<file path="src/rtl/core/rmt_pkg.sv">
// Shared types and constants for the regret-matching table.
// No dependencies; imported by rmt_div and regret_matching_table.
`default_nettype none
package rmt_pkg;
	localparam int MAX_ACTIONS_DEF = 16;
	localparam int REGRET_W = 32;
	localparam int STRAT_W = 48;
	localparam int PROB_W = 17;
	localparam int NUM_W = 5;
	localparam int ADDR_W = 1;
	localparam logic [PROB_W-1:0] ONE_Q16 = 17'd65536;
	localparam logic [NUM_W-1:0] NUM_RESET = 5'd16;
	localparam logic [ADDR_W-1:0] REG_ACT_COUNT = 1'b0;

	typedef enum logic [2:0] {
		CMD_CLEAR = 3'd0,
		CMD_ADD = 3'd1,
		CMD_ACC = 3'd2,
		CMD_RD_CUR = 3'd3,
		CMD_RD_AVG = 3'd4
	} cmd_t;

	localparam logic [1:0] ST_OK = 2'd0;
	localparam logic [1:0] ST_BAD_IDX = 2'd1;
	localparam logic [1:0] ST_BAD_REACH = 2'd2;
endpackage
`default_nettype wire

</file>
<file path="src/rtl/core/rmt_ram.sv">
// Generic single-write, single-read RAM with registered read data.
// No dependencies.
`default_nettype none
module rmt_ram #(
	parameter int WIDTH = 32,
	parameter int DEPTH = 16
) (
	input  wire logic clk,
	input  wire logic we,
	input  wire logic [(DEPTH > 1 ? $clog2(DEPTH) : 1)-1:0] waddr,
	input  wire logic [WIDTH-1:0] wdata,
	input  wire logic [(DEPTH > 1 ? $clog2(DEPTH) : 1)-1:0] raddr,
	output logic [WIDTH-1:0] rdata_q
);
	logic [WIDTH-1:0] mem_q [DEPTH];

	always_ff @(posedge clk) begin
		if (we) begin
			mem_q[waddr] <= wdata;
		end
		rdata_q <= mem_q[raddr];
	end
endmodule
`default_nettype wire

</file>
<file path="src/rtl/core/rmt_div.sv">
// Restoring divider giving floor(a * 65536 / b) for a <= b, one bit a cycle.
// Depends on rmt_pkg for the probability width.
`default_nettype none
module rmt_div #(
	parameter int TW = 52
) (
	input  wire logic clk,
	input  wire logic arst_n,
	input  wire logic start,
	input  wire logic [TW-1:0] dividend,
	input  wire logic [TW-1:0] divisor,
	output logic done,
	output logic [rmt_pkg::PROB_W-1:0] quot
);
	import rmt_pkg::*;

	localparam logic [4:0] LAST_STEP = 5'(PROB_W - 1);

	logic busy_q, done_q, first_q;
	logic [4:0] cnt_q;
	logic [TW-1:0] rem_q, dvs_q;
	logic [PROB_W-1:0] quot_q;
	logic [TW:0] trial;
	logic ge;

	always_comb begin
		trial = first_q ? {1'b0, rem_q} : {rem_q, 1'b0};
		ge = trial >= {1'b0, dvs_q};
	end

	always_ff @(posedge clk or negedge arst_n) begin
		if (!arst_n) begin
			busy_q <= 1'b0;
			done_q <= 1'b0;
		end else begin
			done_q <= 1'b0;
			if (start) begin
				busy_q <= 1'b1;
			end else if (busy_q && cnt_q == LAST_STEP) begin
				busy_q <= 1'b0;
				done_q <= 1'b1;
			end
		end
	end

	always_ff @(posedge clk) begin
		if (start) begin
			rem_q <= dividend;
			dvs_q <= divisor;
			cnt_q <= '0;
			first_q <= 1'b1;
			quot_q <= '0;
		end else if (busy_q) begin
			// remainder stays below the divisor, so it fits TW bits
			rem_q <= ge ? TW'(trial - {1'b0, dvs_q}) : TW'(trial);
			quot_q <= {quot_q[PROB_W-2:0], ge};
			cnt_q <= cnt_q + 5'd1;
			first_q <= 1'b0;
		end
	end

	assign done = done_q;
	assign quot = quot_q;
endmodule
`default_nettype wire

</file>
<file path="src/rtl/core/regret_matching_table.sv">
// Regret-matching table: sequencer, stores and configuration register.
// Depends on rmt_pkg, rmt_ram and rmt_div.
//
// Usage: one command per input transaction (in_valid/in_stall); results leave
// on the output channel (out_valid/out_stall). The action count is to be
// written over the APB port only while the block is idle (not enforced by
// the block); pready is always high. Clear, add regret and accumulate give
// one result; reads give n results, last set on the final one. Unknown
// commands give none. Clear and error results reach the result register
// through S_EMIT, add regret through S_ADD and S_EMIT. Reads and accumulate
// first sum the entries (S_SUM_RD, then S_SUM_ADD for each), then handle each
// entry with one 17-step pass of the shared divider (S_ENT_RD, S_ENT_DATA,
// S_ENT_DIV, S_USE, and S_ACC_WR for accumulate). With a zero total the
// divider runs once, for the uniform value.
// in_stall is high from acceptance until the sequencer is back in idle; a
// result waiting in the output register does not block the next acceptance.
// When the receiver stalls, the result register holds and the sequencer waits
// before its next result.
// Reset zeroes both stores at once through per-entry valid bits and sets
// the action count to 16; clear zeroes both stores the same way.
`default_nettype none
module regret_matching_table #(
	parameter int MAX_ACTIONS = rmt_pkg::MAX_ACTIONS_DEF
) (
	input  wire logic clk,
	input  wire logic arst_n,
	input  wire logic psel,
	input  wire logic penable,
	input  wire logic pwrite,
	input  wire logic [rmt_pkg::ADDR_W-1:0] paddr,
	input  wire logic [31:0] pwdata,
	output logic [31:0] prdata,
	output logic pready,
	input  wire logic in_valid,
	output logic in_stall,
	input  wire logic [2:0] cmd,
	input  wire logic [3:0] action_index,
	input  wire logic signed [31:0] delta,
	input  wire logic [16:0] reach,
	output logic out_valid,
	input  wire logic out_stall,
	output logic [3:0] out_action,
	output logic [16:0] probability,
	output logic [1:0] status,
	output logic last
);
	import rmt_pkg::*;

	localparam int IW = (MAX_ACTIONS > 1) ? $clog2(MAX_ACTIONS) : 1;
	localparam int CW = IW + 1;
	localparam int TW = STRAT_W + IW;

	typedef enum logic [3:0] {
		S_IDLE, S_ADD, S_SUM_RD, S_SUM_ADD, S_UNI, S_ENT_RD,
		S_ENT_DATA, S_ENT_DIV, S_USE, S_ACC_WR, S_EMIT
	} state_t;

	state_t state_q;
	logic [NUM_W-1:0] num_q;
	logic [MAX_ACTIONS-1:0] reg_vld_q, str_vld_q;
	logic reg_vld_s1, str_vld_s1;
	logic [CW-1:0] n_c, n_q, k_q;
	cmd_t cmd_q;
	logic [3:0] idx_q;
	logic [31:0] delta_q;
	logic [PROB_W-1:0] reach_q, p_q, uni_q;
	logic src_strat_q;
	logic [TW-1:0] total_q, total_nx, src_val, pos_val;
	logic [STRAT_W-1:0] strat_q;
	logic [33:0] prod_s1;
	logic [3:0] res_act_q;
	logic [1:0] res_st_q;
	logic out_valid_q, out_last_q;
	logic [3:0] out_act_q;
	logic [PROB_W-1:0] out_prob_q;
	logic [1:0] out_st_q;

	logic [IW-1:0] rd_addr;
	logic [REGRET_W-1:0] reg_ram, reg_rd, reg_wdata;
	logic [STRAT_W-1:0] str_ram, str_rd, str_wdata;
	logic [32:0] sum33;
	logic [48:0] acc_sum;
	logic reg_we, str_we, out_free, out_load, last_k, accept;
	logic div_start, div_done;
	logic [TW-1:0] div_a, div_b;
	logic [PROB_W-1:0] div_q;

	// effective action count
	always_comb begin
		if (num_q == '0) begin
			n_c = CW'(1);
		end else if (32'(num_q) > MAX_ACTIONS) begin
			n_c = CW'(MAX_ACTIONS);
		end else begin
			n_c = CW'(num_q);
		end
	end

	assign accept = in_valid && (state_q == S_IDLE);
	assign in_stall = (state_q != S_IDLE);
	assign out_free = !out_valid_q || !out_stall;
	assign out_load = out_free &&
		(((state_q == S_USE) && (cmd_q != CMD_ACC)) || (state_q == S_EMIT));
	assign last_k = CW'(k_q + 1'b1) == n_q;

	assign rd_addr = (state_q == S_IDLE) ? IW'(action_index) : k_q[IW-1:0];
	assign reg_rd = reg_vld_s1 ? reg_ram : '0;
	assign str_rd = str_vld_s1 ? str_ram : '0;
	assign pos_val = reg_rd[REGRET_W-1] ? '0 : TW'(reg_rd[REGRET_W-2:0]);
	assign src_val = src_strat_q ? TW'(str_rd) : pos_val;
	assign total_nx = total_q + src_val;

	// saturating regret add and saturating strategy accumulate
	always_comb begin
		sum33 = {reg_rd[31], reg_rd} + {delta_q[31], delta_q};
		if (sum33[32] != sum33[31]) begin
			reg_wdata = sum33[32] ? 32'h8000_0000 : 32'h7FFF_FFFF;
		end else begin
			reg_wdata = sum33[31:0];
		end
		acc_sum = {1'b0, strat_q} + 49'(prod_s1[33:16]);
		str_wdata = acc_sum[48] ? '1 : acc_sum[47:0];
	end

	assign reg_we = (state_q == S_ADD);
	assign str_we = (state_q == S_ACC_WR);

	assign div_start = ((state_q == S_SUM_ADD) && last_k && total_nx == '0) ||
		((state_q == S_ENT_DATA) && total_q != '0);
	assign div_a = (state_q == S_SUM_ADD) ? TW'(1) : src_val;
	assign div_b = (state_q == S_SUM_ADD) ? TW'(n_q) : total_q;

	rmt_ram #(.WIDTH(REGRET_W), .DEPTH(MAX_ACTIONS)) u_regret (
		.clk(clk), .we(reg_we), .waddr(IW'(idx_q)), .wdata(reg_wdata),
		.raddr(rd_addr), .rdata_q(reg_ram)
	);

	rmt_ram #(.WIDTH(STRAT_W), .DEPTH(MAX_ACTIONS)) u_strat (
		.clk(clk), .we(str_we), .waddr(k_q[IW-1:0]), .wdata(str_wdata),
		.raddr(rd_addr), .rdata_q(str_ram)
	);

	rmt_div #(.TW(TW)) u_div (
		.clk(clk), .arst_n(arst_n), .start(div_start), .dividend(div_a),
		.divisor(div_b), .done(div_done), .quot(div_q)
	);

	// configuration register
	always_ff @(posedge clk or negedge arst_n) begin
		if (!arst_n) begin
			num_q <= NUM_RESET;
		end else if (psel && penable && pwrite && paddr == REG_ACT_COUNT) begin
			num_q <= pwdata[NUM_W-1:0];
		end
	end
	assign prdata = (paddr == REG_ACT_COUNT) ? {{(32-NUM_W){1'b0}}, num_q} : '0;
	assign pready = 1'b1;

	always_ff @(posedge clk or negedge arst_n) begin
		if (!arst_n) begin
			state_q <= S_IDLE;
			out_valid_q <= 1'b0;
			reg_vld_q <= '0;
			str_vld_q <= '0;
		end else begin
			if (out_load) begin
				out_valid_q <= 1'b1;
			end else if (!out_stall) begin
				out_valid_q <= 1'b0;
			end
			case (state_q)
				S_IDLE: begin
					if (accept) begin
						cmd_q <= cmd_t'(cmd);
						idx_q <= action_index;
						delta_q <= delta;
						reach_q <= reach;
						n_q <= n_c;
						k_q <= '0;
						total_q <= '0;
						src_strat_q <= (cmd_t'(cmd) == CMD_RD_AVG);
						res_act_q <= '0;
						res_st_q <= ST_OK;
						case (cmd_t'(cmd))
							CMD_CLEAR: begin
								reg_vld_q <= '0;
								str_vld_q <= '0;
								state_q <= S_EMIT;
							end
							CMD_ADD: begin
								res_act_q <= action_index;
								if (32'(action_index) >= 32'(n_c)) begin
									res_st_q <= ST_BAD_IDX;
									state_q <= S_EMIT;
								end else begin
									state_q <= S_ADD;
								end
							end
							CMD_ACC: begin
								if (reach > ONE_Q16) begin
									res_st_q <= ST_BAD_REACH;
									state_q <= S_EMIT;
								end else begin
									state_q <= S_SUM_RD;
								end
							end
							CMD_RD_CUR, CMD_RD_AVG: state_q <= S_SUM_RD;
							default: state_q <= S_IDLE;
						endcase
					end
				end
				S_ADD: begin
					reg_vld_q[IW'(idx_q)] <= 1'b1;
					state_q <= S_EMIT;
				end
				S_SUM_RD: state_q <= S_SUM_ADD;
				S_SUM_ADD: begin
					total_q <= total_nx;
					if (last_k) begin
						k_q <= '0;
						state_q <= (total_nx == '0) ? S_UNI : S_ENT_RD;
					end else begin
						k_q <= k_q + 1'b1;
						state_q <= S_SUM_RD;
					end
				end
				S_UNI: begin
					if (div_done) begin
						uni_q <= div_q;
						state_q <= S_ENT_RD;
					end
				end
				S_ENT_RD: state_q <= S_ENT_DATA;
				S_ENT_DATA: begin
					strat_q <= str_rd;
					if (total_q == '0) begin
						p_q <= uni_q;
						state_q <= S_USE;
					end else begin
						state_q <= S_ENT_DIV;
					end
				end
				S_ENT_DIV: begin
					if (div_done) begin
						p_q <= div_q;
						state_q <= S_USE;
					end
				end
				S_USE: begin
					if (cmd_q == CMD_ACC) begin
						prod_s1 <= 34'(reach_q) * 34'(p_q);
						state_q <= S_ACC_WR;
					end else if (out_free) begin
						out_act_q <= 4'(k_q);
						out_prob_q <= p_q;
						out_st_q <= ST_OK;
						out_last_q <= last_k;
						if (last_k) begin
							state_q <= S_IDLE;
						end else begin
							k_q <= k_q + 1'b1;
							state_q <= S_ENT_RD;
						end
					end
				end
				S_ACC_WR: begin
					str_vld_q[k_q[IW-1:0]] <= 1'b1;
					if (last_k) begin
						state_q <= S_EMIT;
					end else begin
						k_q <= k_q + 1'b1;
						state_q <= S_ENT_RD;
					end
				end
				S_EMIT: begin
					if (out_free) begin
						out_act_q <= res_act_q;
						out_prob_q <= '0;
						out_st_q <= res_st_q;
						out_last_q <= 1'b1;
						state_q <= S_IDLE;
					end
				end
				default: state_q <= S_IDLE;
			endcase
			reg_vld_s1 <= reg_vld_q[rd_addr];
			str_vld_s1 <= str_vld_q[rd_addr];
		end
	end

	assign out_valid = out_valid_q;
	assign out_action = out_act_q;
	assign probability = out_prob_q;
	assign status = out_st_q;
	assign last = out_last_q;

	a_err_single: assert property (@(posedge clk) disable iff (!arst_n)
		(out_valid && status != ST_OK) |-> (last && probability == '0))
		else $error("error result not a single final transaction");
	a_prob_range: assert property (@(posedge clk) disable iff (!arst_n)
		out_valid |-> (probability <= ONE_Q16))
		else $error("probability above one");
	a_div_wait: assert property (@(posedge clk) disable iff (!arst_n)
		div_done |-> (state_q == S_UNI || state_q == S_ENT_DIV))
		else $error("divider finished with no one waiting");
	a_store_write: assert property (@(posedge clk) disable iff (!arst_n)
		reg_we |-> !str_we)
		else $error("both stores written at once");
endmodule
`default_nettype wire

</file>
<file path="config.mk">
export PLATFORM = sky130hd
export DESIGN_NAME = regret_matching_table
export DESIGN_NICKNAME = d
export VERILOG_FILES = /design/src/rtl/core/rmt_pkg.sv /design/src/rtl/core/rmt_ram.sv /design/src/rtl/core/rmt_div.sv /design/src/rtl/core/regret_matching_table.sv
export SDC_FILE = /design/constraint.sdc
export NUM_CORES = 2
export LEC_CHECK = 0
export BUFFER_PORTS_ARGS = -buffer_cell sky130_fd_sc_hd__buf_2
export CAP_MARGIN = 20
export CORE_ASPECT_RATIO = 0.6
export CORE_MARGIN = 2
export CORE_UTILIZATION = 35
export DETAILED_ROUTE_END_ITERATION = 7
export SYNTH_ARGS = -nofsm -noshare
export SYNTH_HDL_FRONTEND = slang
export SYNTH_SLANG_ARGS = --single-unit
export TNS_END_PERCENT = 100
</file>
<file path="constraint.sdc">
create_clock -name clk -period 12.2 [get_ports clk]
set_input_delay 2.44 -clock clk [delete_from_list [all_inputs] [get_ports clk]]
set_output_delay 2.44 -clock clk [all_outputs]
set_load 0.05 [all_outputs]
</file>
==> summary.txt <==
Sinks on Clock Net: 1,782
initial antenna violation count: 8
fmax: 136.4 MHz
mux share of post-synthesis cell area: 0.1003
VDD IR max: 0.0001061 V
cell breakdown of the critical path: buf_4, nor2_2, buf_4, a22o_1, ha_1, fa_1, a211oi_2, o211ai_1, a31oi_2, o21ai_1, a211o_1, a32oi_1, nand4_1, or4b_4, nor4_1, nand4_1, nand2_4, buf_4, o2bb2ai_1
Rows: 141
Worst-Margin Slew: 1.139 ns
pwr/cell area: 125.1 nW/um2
total grt overflow: 0
fill count: 22.68k
Critical Path End Type: flip-flop
crit path DAT: 7.83 ns
Antenna Violating Nets Remaining: 0
Synth cell types: 96
Max Cap Viol: 0
EDFF count, synth: 1,635
Yosys top cell area share: 0.5628
Seq/Total Area, Yosys: 0.5991
synth top area cells: edfxtp_1 56%, mux4_2 8.5%, fa_1 5.2%, ha_1 3.9%, and2_1 2.7%
WS Path Type: flip-flop to flip-flop
Critical Path Fanout Max: 64
io pins: 155
full die area: 253,400 um2
Die Wd: 648.5 um
via count: 52.42k
vias per inst: 5.458
NumNets Final: 6,769
cells after synthesis: 6,075
Mean Syn Cell Area: 14.36 um2
Starting DRT DRC Count: 5,399
CTS clk-pin slew, worst paths: 0.07 ns
PostCTS Resize Cnt: 0
cell with the most instances after synthesis: edfxtp_1
first-pass GRT wire length: 347,500 um
Worst path slowest cell: buf_4
Final Setup Violations: 0
Top FF cell, synth: edfxtp_1
CP Buf/Inv Count: 3
Compound-Gate Fraction of Synth Area: 0.07284
Final HPWL DP: 148,500 um
largest family of logic cells by synthesized area: multiplexers
pin count of the biggest net entering global routing: 115
vias in the first global route: 51.37k
Post-Synth XOR/XNOR Area: 0.01506
Hold WS: 0.4182 ns
Post-CTS Setup Bufs: 0
max_slew headroom: 0.2409
Worst Skew: 0.08441 ns
drt wl/cell: 24.53 um
worst endpoint required time: 12.70 ns
CTS Buffer Depth: 4
Core Region: 247,000 um2
adder-cell area share of the yosys netlist: 0.09202
H-tree depth: 4
GRT Overall Usage: 0.1842
CTS Buf Count: 177
Initial Utilization: 0.3532
residual DRC count: 0
CTS hold repair buffers: 0
Leakage: 36.02 nW
TNS Setup: 0 ns
Mapped Area: 87,240 um2
busiest grt layer: met1
Max stage delay on crit path: 0.72 ns
Area Overhead vs Synth: 11.83%
GPL Wtd Cong: 0.9160
Final Max Tran Viols: 0
FF+latch count, synth: 1,782
GR Util met3: 0.03805
crit share post-route: 0.6009
CP Launch Type: flip-flop
worst min path class: flip-flop to flip-flop
post-synth top area cell: edfxtp_1
clock latency on the worst-skew pair: 0.85 ns
outcome: complete, no violations
CP dominant cell by count: buf_4
synth warn: 0
met1 Resource Use GR: 0.2908
crit path time final: 7.331 ns
Largest delay share family, worst path: compound AO/OA/AOI/OAI gates
met2 usage: 0.2574
WL final: 235,600 um
endpoints failing hold: 0
die height: 390.7 um
# port buffers: 99
top cells by instance count after synthesis: 1,635 x edfxtp_1, 562 x nand2_1, 376 x inv_1
fraction of the mapped netlist area in simple logic gates: 0.08895
CTS tree: yes
share of layout cells above drive strength 1: 0.1551
Pre-antenna DRT Iters: 6
CTS root buffer: clkbuf_16
Async S/R FF share, synth: 0.02469
RSZ-0062 raised after global routing: no
[final cells by class]
type	instances	area (um2)	area share
Multi-Input combinational cell	3625	32610	0.3342
Timing Repair Buffer	212	1445	0.01481
Antenna cell	2	5.005	0.00005130
Inverter	377	1415	0.01451
Sequential cell	1782	52260	0.5357
Clock buffer	231	4897	0.05020
Tap cell	3289	4115	0.04218
Clock inverter	87	809.5	0.008298
[cell usage in the layout (no fill, tap or decap), types with 28 or more instances in the layout]
master	instances
and2_1	356
nor3_1	51
inv_1	376
xor2_1	58
and3_1	60
dfxtp_1	102
nand2b_1	32
fa_1	226
o21a_1	28
mux2_2	79
o21ai_0	120
clkbuf_1	32
a21oi_1	182
ha_1	272
clkinv_2	33
mux4_2	328
nand3_1	73
nor4_1	30
a31oi_1	103
nand2_1	561
edfxtp_1	1635
nand4_1	41
a211oi_1	108
mux2i_1	43
clkbuf_16	181
conb_1	28
xnor2_1	92
a21o_1	135
buf_2	101
dfrtp_1	43
nor2b_1	44
buf_4	102
nor2_1	202
a22o_1	42
[where the power goes]
part           total (W)  switching (W)  leakage, nW  internal, W
Clock            0.00545        0.00236         2.79      0.00309
Combinational   0.000155       0.000114         17.0    0.0000411
Sequential       0.00660     0.00000763         16.2      0.00659
Total             0.0122        0.00248         36.0      0.00973
[registers in the layout (all words and copies together), names as in the netlist, 18 cells and up]
signal and count:
u_div.rem_q 52, prod_s1 18, u_regret.mem_q 512, total_q 52, u_strat.mem_q 768, u_strat.rdata_q 48, strat_q 48, delta_q 32
u_regret.rdata_q 32, u_div.dvs_q 52
[through the flow]
stage | area, um2 | instances | worst slack [ns] | util | total power (W)
after global placement | 91680 | 9267 | 5.154 | 0.3712 | 0.006881
final | 97550 | 9605 | 4.869 | 0.3950 | 0.01221
after floorplan | 87340 | 6101 | 5.906 | - | 0.006825
after global routing | 97550 | 9603 | 4.544 | 0.3950 | 0.01256
after CTS | 97420 | 9587 | 4.948 | 0.3944 | 0.01231
after detailed placement | 91710 | 9269 | 5.034 | 0.3713 | 0.006884
[cells by family after synthesis]
kind of cell / after synthesis
and+or+nand+nor: 1562
DFF: 1782
AOI/OAI and AO/OA: 923
other: 2
xor gates and xnor gates: 150
muxes: 454
buffers and inverters: 694
adders and majority gates: 508
[metal layers]
| metal | part of all wire | vias to the layer above |
|---|---|---|
| li1 | - | 22900 |
| met1 | 0.47 | 27160 |
| met2 | 0.41 | 2094 |
| met5 | 0.00010 | - |
| met4 | 0.020 | 4 |
| met3 | 0.093 | 274 |
[worst paths after layout]
kind | start | endpoint | slack (ns) | depth (start not counted)
setup / recovery | src_strat_q | u_div.rem_q[47] | 4.87 | 19
setup reg to reg | src_strat_q | u_div.rem_q[47] | 4.87 | 19
hold / removal | u_div.quot[3] | uni_q[3] | 0.42 | 0
hold reg to reg | u_div.quot[3] | uni_q[3] | 0.42 | 0
max in group asynchronous | arst_n | u_div.busy_q | 9.85 | 2
min in group asynchronous | arst_n | num_q[2] | 1.76 | 2
No activity file was read; power rests on OpenSTA's default activity.
